===== src/ray_plane_intersection_macros.svh =====
// ----------------------------------------------------------------------------
// Ray-plane intersection assertion macros
// Concurrent assertion helpers; they expand to nothing under synthesis.
// ----------------------------------------------------------------------------
`ifndef RAY_PLANE_INTERSECTION_MACROS_SVH
`define RAY_PLANE_INTERSECTION_MACROS_SVH
`ifndef SYNTHESIS
// same-cycle implication
`define RPI_ASSERT_IMPL(label, clk, rst, ante, cons) \
   label: assert property (@(posedge clk) disable iff (rst) (ante) |-> (cons)) \
      else $error("ray_plane_intersection: assertion failed");
// next-cycle implication
`define RPI_ASSERT_NEXT(label, clk, rst, ante, cons) \
   label: assert property (@(posedge clk) disable iff (rst) (ante) |=> (cons)) \
      else $error("ray_plane_intersection: assertion failed");
`else
`define RPI_ASSERT_IMPL(label, clk, rst, ante, cons)
`define RPI_ASSERT_NEXT(label, clk, rst, ante, cons)
`endif
`endif


===== src/rpi_pkg.sv =====
// ----------------------------------------------------------------------------
// rpi_pkg
// Widths, register codes and inter-stage types of the ray-plane block.
// ----------------------------------------------------------------------------
package rpi_pkg;

   localparam int COORD_W           = 32;
   localparam int THR_W             = 17;
   localparam int CSR_INDEX_W       = 3;
   localparam int CSR_DATA_W        = 32;
   localparam int DEFAULT_FRAC_BITS = 16;

   localparam int DIFF_W   = COORD_W + 1;
   localparam int PROD_N_W = DIFF_W + COORD_W;
   localparam int PROD_D_W = 2 * COORD_W;
   localparam int NUM_W    = PROD_N_W + 2;
   localparam int DEN_W    = PROD_D_W + 2;
   // |num| < 2^65 and |den| <= 3 * 2^62
   localparam int MAG_N_W  = NUM_W - 1;
   localparam int MAG_D_W  = DEN_W - 2;
   localparam int QUO_W    = 31;

   localparam logic [CSR_INDEX_W-1:0] CSR_POINT_X   = 3'd0;
   localparam logic [CSR_INDEX_W-1:0] CSR_POINT_Y   = 3'd1;
   localparam logic [CSR_INDEX_W-1:0] CSR_POINT_Z   = 3'd2;
   localparam logic [CSR_INDEX_W-1:0] CSR_NORMAL_X  = 3'd3;
   localparam logic [CSR_INDEX_W-1:0] CSR_NORMAL_Y  = 3'd4;
   localparam logic [CSR_INDEX_W-1:0] CSR_NORMAL_Z  = 3'd5;
   localparam logic [CSR_INDEX_W-1:0] CSR_THRESHOLD = 3'd6;

   localparam logic [COORD_W-1:0] NORMAL_Z_RESET  = 32'h0001_0000;
   localparam logic [THR_W-1:0]   THRESHOLD_RESET = 17'd7;
   localparam logic [QUO_W-1:0]   DIST_MAX        = '1;

   typedef struct packed {
      logic [2:0][COORD_W-1:0] point;
      logic [2:0][COORD_W-1:0] normal;
      logic [THR_W-1:0]        threshold;
   } cfg_type;

   typedef struct packed {
      logic [2:0][COORD_W-1:0] origin;
      logic [2:0][COORD_W-1:0] dir;
   } ray_type;

   typedef struct packed {
      logic signed [NUM_W-1:0] num;
      logic signed [DEN_W-1:0] den;
   } dot_type;

   typedef struct packed {
      logic [MAG_N_W-1:0] n_mag;
      logic [MAG_D_W-1:0] d_mag;
      logic               hit;
      logic               sat;
   } cls_type;

   typedef struct packed {
      logic             hit;
      logic             sat;
      logic [QUO_W-1:0] quo;
   } div_type;

endpackage


===== src/rpi_classify.sv =====
// ----------------------------------------------------------------------------
// rpi_classify
// Two stages: magnitudes and signs, then the parallel, sign and overflow tests.
// ----------------------------------------------------------------------------
module rpi_classify #(
   parameter int FRAC_BITS = rpi_pkg::DEFAULT_FRAC_BITS
) (
   input  logic             clock,
   input  logic             reset,
   input  rpi_pkg::cfg_type cfg,
   input  logic             in_valid,
   output logic             in_ready,
   input  rpi_pkg::dot_type in_dot,
   output logic             out_valid,
   input  logic             out_ready,
   output rpi_pkg::cls_type out_cls
);
   import rpi_pkg::*;

   localparam int SAT_SH = QUO_W - FRAC_BITS;
   localparam int SAT_W  = MAG_D_W + SAT_SH;
   localparam int CMP_W  = (SAT_W > MAG_N_W) ? SAT_W : MAG_N_W;
   localparam logic [MAG_D_W:0] HALF = (MAG_D_W + 1)'(1) << (FRAC_BITS - 1);

   logic s4_valid_ff, s4_valid_in, s4_open;
   logic s5_valid_ff, s5_valid_in, s5_open;

   logic [NUM_W-1:0]   num_abs;
   logic [DEN_W-1:0]   den_abs;
   logic [MAG_N_W-1:0] n_mag_ff;
   logic [MAG_D_W-1:0] d_mag_ff;
   logic               num_neg_ff;
   logic               den_neg_ff;

   logic [MAG_D_W:0]   rnd_sum;
   logic [MAG_D_W:0]   rounded;
   logic               parallel;
   logic               neg_t;
   logic               sat;
   cls_type            cls_ff;

   assign s5_open = !s5_valid_ff || out_ready;
   assign s4_open = !s4_valid_ff || s5_open;
   assign in_ready = s4_open;

   assign s4_valid_in = s4_open ? in_valid    : s4_valid_ff;
   assign s5_valid_in = s5_open ? s4_valid_ff : s5_valid_ff;

   always_ff @(posedge clock) begin
      if (reset) begin
         s4_valid_ff <= 1'b0;
         s5_valid_ff <= 1'b0;
      end else begin
         s4_valid_ff <= s4_valid_in;
         s5_valid_ff <= s5_valid_in;
      end
   end

   always_comb begin
      num_abs = in_dot.num[NUM_W-1] ? NUM_W'(-in_dot.num) : NUM_W'(in_dot.num);
      den_abs = in_dot.den[DEN_W-1] ? DEN_W'(-in_dot.den) : DEN_W'(in_dot.den);
   end

   always_ff @(posedge clock) begin
      if (s4_open && in_valid) begin
         n_mag_ff   <= num_abs[MAG_N_W-1:0];
         d_mag_ff   <= den_abs[MAG_D_W-1:0];
         num_neg_ff <= in_dot.num[NUM_W-1];
         den_neg_ff <= in_dot.den[DEN_W-1];
      end
   end

   // round |den| half away from zero to the coordinate format
   always_comb begin
      rnd_sum  = {1'b0, d_mag_ff} + HALF;
      rounded  = rnd_sum >> FRAC_BITS;
      parallel = (d_mag_ff == '0) || (rounded < (MAG_D_W + 1)'(cfg.threshold));
      neg_t    = (n_mag_ff != '0) && (num_neg_ff != den_neg_ff);
      sat      = CMP_W'(n_mag_ff) >= (CMP_W'(d_mag_ff) << SAT_SH);
   end

   always_ff @(posedge clock) begin
      if (s5_open && s4_valid_ff) begin
         cls_ff.n_mag <= n_mag_ff;
         cls_ff.d_mag <= d_mag_ff;
         cls_ff.hit   <= !parallel && !neg_t;
         cls_ff.sat   <= sat;
      end
   end

   assign out_valid = s5_valid_ff;
   assign out_cls   = cls_ff;

endmodule


===== config.mk =====
export PLATFORM = sky130hd
export DESIGN_NAME = rpi_classify
export DESIGN_NICKNAME = d
export VERILOG_FILES = /design/src/ray_plane_intersection_macros.svh /design/src/rpi_pkg.sv /design/src/rpi_classify.sv
export SDC_FILE = /design/constraint.sdc
export NUM_CORES = 1
export LEC_CHECK = 0
export BUFFER_PORTS_ARGS = -buffer_cell sky130_fd_sc_hd__buf_2
export CORE_MARGIN = 5
export CORE_UTILIZATION = 40
export DETAILED_ROUTE_END_ITERATION = 10
export PLACE_DENSITY = 0.66
export REMOVE_ABC_BUFFERS = 1
export SYNTH_ARGS = -nofsm -noshare
export SYNTH_HDL_FRONTEND = slang
export SYNTH_SLANG_ARGS = --single-unit

===== constraint.sdc =====
create_clock -name clock -period 9.9 [get_ports clock]
set_clock_uncertainty 0.15 [all_clocks]
set_input_delay 0.495 -clock clock [delete_from_list [all_inputs] [get_ports clock]]
set_output_delay 0.495 -clock clock [all_outputs]
set_load 0.02 [all_outputs]

Yosys cells after proc, flatten, opt, wreduce, memory -nomap -nowiden:

Index checks and enable logic that the tools add are counted.

* bits in registers: 266
* input bits: 346
* output and inout port bits: 134
* logic and storage cells: 31

* $add $sub $neg: 3
* order comparisons: 2
* eq/ne operators: 1
* mux-type cells: 2
* reductions and logical operators: 13

Operators with widths (count)
* $ge A66 B79 Y1: 1
* $mux W66: 1
* $neg A66 Y66: 1
* $reduce_bool A66 Y1: 1
* $add A64 B16 Y65 const B: 1
* $logic_not A64 Y1: 1
* $mux W64: 1
* $neg A64 Y64: 1
* $lt A49 B17 Y1: 1
* $logic_and A1 B1 Y1: 4
* $logic_not A1 Y1: 4
* $logic_or A1 B1 Y1: 3
* $ne A1 B1 Y1: 1

Logic depth before layout (Yosys ltp):

* depth after elaboration: 5
* gate-level depth with buffers: 14
* depth with buffers taken out: 14

Worst setup path after synthesis:

Ideal clock, no wire load.

* path kind: input to register
* start: in out_ready
* end: reg cls_ff, in the netlist out_cls[0], enable pin
* library setup time: 0.641 ns
* arrival: 6.410 ns
* data required time: 9.109 ns
* setup slack: 2.699 ns
* stages: 2
* buffers on the path: 0
* path through: nor2b_1 > nor2b_1

* longest elaborated chain between the ends: 2

RTL lines
* start: declaration: line rpi_classify.sv:15 `input logic out_ready,`
* $logic_or A1 B1 Y1: line rpi_classify.sv:42 `assign s5_open = !s5_valid_ff || out_ready;`
* $logic_and A1 B1 Y1: line rpi_classify.sv:83 `if (s5_open && s4_valid_ff) begin`
* end: declaration: line rpi_classify.sv:40 `cls_type cls_ff;`

Every way passes these cells.
A chain may end at the register's enable or synchronous reset.

Worst setup path in the final report:

* start: reg d_mag_ff[15]
* end: reg cls_ff, in the netlist out_cls[1], data pin

* longest elaborated chain between the ends: 5
* elaborated cells on any way between the ends: 6
* classes of those cells: add/sub: 1; order compare: 1; reduce/logical: 4

RTL lines
* start: declaration: line rpi_classify.sv:31 `logic [MAG_D_W-1:0] d_mag_ff;`
* start signal: assignment: line rpi_classify.sv:67 `d_mag_ff <= den_abs[MAG_D_W-1:0];`
* $add A64 B16 Y65: line rpi_classify.sv:75 `rnd_sum = {1'b0, d_mag_ff} + HALF;`
* $lt A49 B17 Y1: line rpi_classify.sv:77 `parallel = (d_mag_ff == '0) || (rounded < (MAG_D_W + 1)'(cfg.threshold));`
* $logic_or A1 B1 Y1 *: line rpi_classify.sv:77
* $logic_not A1 Y1 *: line rpi_classify.sv:86 `cls_ff.hit <= !parallel && !neg_t;`
* $logic_and A1 B1 Y1 *: line rpi_classify.sv:86

Mark *: on every way between the ends. The rest lies on a longest branch, timed or not.

==> summary.txt <==
Status
  • Status: completed

Final layout
  • Post-layout util: 48.7%
  • FILL cells: 3135
  • Share of layout cells above drive strength 1: 25.1%
  • Final layout net count: between 1500 and 2000
  • Area grow syn2layout: 21.2%

Power and ir drop
  • Clock power frac: 37.7%
  • P_int: 0.00213 W
  • Leakage power: 6.29 nW
  • Sequential share of power: 49.8%
  • Power density cells: about 170 nW/um^2
  • Net switching power: about 0.00073 W
  • Comb pwr share: approximately an eighth
  • Switching share of power: 25.7%
  • Max VDD drop: 0.130 mV

Global route
  • GRT Total Usage: 21.3%
  • Maximum number of pins on one net before global-route repair: 82
  • Vias in the first global route: 10147
  • First-pass GRT wire length: 62500 um
  • Global route overflow: 0
  • Initial antenna violation count: 17

Min path
  • Hold Path Origin: in_dot[0]
  • Worst hold path cell count: 1
  • Hold path endpoint: d_mag_ff[0]
  • Worst Hold Class: in -> reg

Die
  • Die Wd: roughly 200 um
  • Floorplan core area: roughly 34000 sq um
  • Ports: 480
  • Initial Util: 40.2%
  • Area of the die: 38200 sq um
  • DIE HEIGHT: 195 um
  • Row cnt: 68

STA
  • Slew @ Worst Pin: 1.07 ns
  • F_max: 237 MHz
  • Fin. Hold Viols: 0
  • Final setup violation count: 0
  • RSZ-0062 raised after global routing: no
  • Max_slew headroom: 27.9%
  • Setup TNS: 0 ns
  • Fin crit share: between 40 and 50%
  • Slew Limit Fails: 0
  • Fin crit period: 4.22 ns

Logic synthesis
  • Share of the synthesized area in the top cell type: 57.6%
  • Syn Inst Count: between 1000 and 1500
  • Netlist cell types: 52
  • EDFF count, synth: 264
  • Register area share after synthesis: 57.9%
  • Area of the mapped netlist: between 10000 and 15000 sq um
  • Synth Flop Type: edfxtp_1
  • Yosys Warn Count: 0
  • Synth area leader: edfxtp_1
  • Async set-reset flop share out of synthesis: 0%
  • Count of state elements after synthesis: 266
  • Synth top area cells: edfxtp_1, xnor2_1, ha_1
  • Syn Area/Cell: 12.4 sq um

Worst setup path
  • Critical path launch point type: flop
  • Worst r2r src: d_mag_ff[15]
  • R2r setup slk: 5.68 ns
  • Crit path required time: 10.00 ns
  • Crit end category: flop
  • R2R depth: 13
  • Reg-to-Reg End: out_cls[1]
  • Kind of critical path: reg -> reg
  • Arr. time, crit path: 4.32 ns
  • Critical path fanouts, max: 6

CTS
  • Clock Sinks: 266
  • CTS H-Tree Depth: 1
  • CTS max path bufs: 3
  • CTS buffer count: 29
  • Clk slew on worst S/H paths: 0.06 ns
  • Post-CTS resize count: 0
  • CTS tree: yes
  • Root Buffer Master: clkbuf_16
  • CTS Hold Buffers Added: 2
  • Post CTS Setup Buffer Count: 0
  • Skew-Pair Late Insertion Delay: 0.55 ns

Place
  • Hpwl dp: 33100 um
  • GP Congestion: 0.893
  • I/O Buffers: roughly 290

Drt
  • TritonRoute pass-1 iters: 6
  • Initial drt markers: 892
  • Via count: 10393
  • Post-Route WL: 42500 um
  • Routed Antenna Nets: 0
  • DR DRC count: 0
  • Wire per inst: 22.5 um
  • Vias/cell: 5.50

Job
  • Max Cap Viol: 0
[kinds of logic (layout without fill, tap and decap cells)]
| family | after synthesis | in the layout | share of synthesized area, % |
|---|---|---|---|
| AO/OA/AOI/OAI | 190 | 190 | 9.60 |
| XOR/XNOR | 157 | 157 | 10.0 |
| adder cells (fa/ha/maj) | 70 | 70 | 6.37 |
| buffers and inverters | 100 | 420 | 2.85 |
| flip-flops | 266 | 266 | 57.9 |
| multiplexers | 2 | 2 | 0.146 |
| other | 0 | 8 | 0 |
| AND/OR/NAND/NOR | 323 | 323 | 13.1 |
[worst max path at each step]
| stage | start | end | slack [ns] |
|---|---|---|---|
| 2_1_floorplan | out_ready | out_cls[0] | 2.70 |
| 3_3_place_gp | in_dot[78] | n_mag_ff[59] | 5.82 |
| 3_5_place_dp | in_dot[78] | n_mag_ff[59] | 5.64 |
| 4_1_cts | d_mag_ff[15] | out_cls[1] | 5.86 |
| 5_1_grt | d_mag_ff[15] | out_cls[1] | 5.56 |
| 6_report | d_mag_ff[15] | out_cls[1] | 5.68 |
[sequential cells by signal, indices dropped and copies added, names as in the netlist]
signal	cells
out_cls	132
n_mag_ff	66
d_mag_ff	64
den_neg_ff	1
num_neg_ff	1
out_valid	1
s4_valid_ff	1
[power by group through the flow]
stage	registers, W	clock network (W)	logic (W)
floorplan	0.00145	0	0.000180
global placement	0.00145	0	0.000345
detailed placement	0.00145	0	0.000355
CTS	0.00142	0.00110	0.000358
global route	0.00143	0.00115	0.000395
finish	0.00142	0.00108	0.000358
[synth_stat cells (all sizes together), types with 2 or more instances]
cell and number:
nand3 21, clkbuf 21, nor2b 4, nand3b 3
o31a 2, and3 4, a211oi 4, or3 23
a2111oi 2, a21o 27, nand2 64, nor2 35
o31ai 38, o41ai 22, nand2b 10, or2 10
xor2 10, and2 3, and4 6, nand4 37
a31oi 7, inv 75, or4 24, nor3 32
a41oi 3, nor4 43, mux2i 2, edfxtp 264
ha 70, buf 4, xnor2 147, a21oi 23
dfxtp 2, o21ai 56, nand4b 2
[critical path: stages, from the launching register on]
cell and delay (ns):
edfxtp_1 0.56, ha_1 0.25, nand3_1 0.20, nor3_1 0.71, nand2_1 0.17, xnor2_1 0.16
ha_1 0.32, a21o_1 0.17, a21oi_1 0.14, o21ai_0 0.10, a21oi_1 0.36, nor2_1 0.10
nor4_1 0.31, a41oi_1 0.20
[stage by stage]
stage / std cells / area, sq um / worst slack, ns / total power (W) / hold slack (ns)
final: 1891 / 16700 / 5.68 / 0.00286 / 0.0227
after global routing: 1888 / 16700 / 5.56 / 0.00298 / 0.00472
after CTS: 1883 / 16700 / 5.86 / 0.00288 / 0.00105
after detailed placement: 1829 / 15700 / 5.64 / 0.00180 / 0.290
after global placement: 1829 / 15700 / 5.82 / 0.00179 / 0.280
after floorplan: 1083 / 13600 / 2.70 / 0.00163 / 0.277
[layout by cell type, fill, tap and decap left out, drive strengths merged, types with 6 or more instances in the layout]
cell    netlist  layout
buf           4     291
edfxtp      264     264
xnor2       147     147
inv          75      76
ha           70      70
nand2        64      64
o21ai        56      56
nor4         43      43
o31ai        38      38
nand4        37      37
nor2         35      35
clkbuf       21      34
nor3         32      32
a21o         27      27
or4          24      24
a21oi        23      23
or3          23      23
o41ai        22      22
nand3        21      21
clkinv        0      11
xor2         10      10
nand2b       10      10
or2          10      10
diode         0       8
a31oi         7       7
and4          6       6
[final cells by class]
cell class              instances  area (sq um)  share of cell area (%)
repair buffers                293          1490                    8.93
well taps                     455           569                    3.41
flip-flops and latches        266          7970                    47.8
clock inverters                18           194                    1.16
diodes                          8          20.0                   0.120
clock buffers                  34           744                    4.47
multi-input cells             742          5410                    32.4
inverters                      75           282                    1.69
[per-layer routing]
layer	global-route usage (%)	vias to the layer above	part of all wire, %
met5	0	-	0.22
met2	33.0	511	44
li1	-	4843	-
met4	3.65	14	1.4
met1	29.2	4969	42
met3	8.07	56	12
Note: power is estimated with default switching activity, not from simulation.
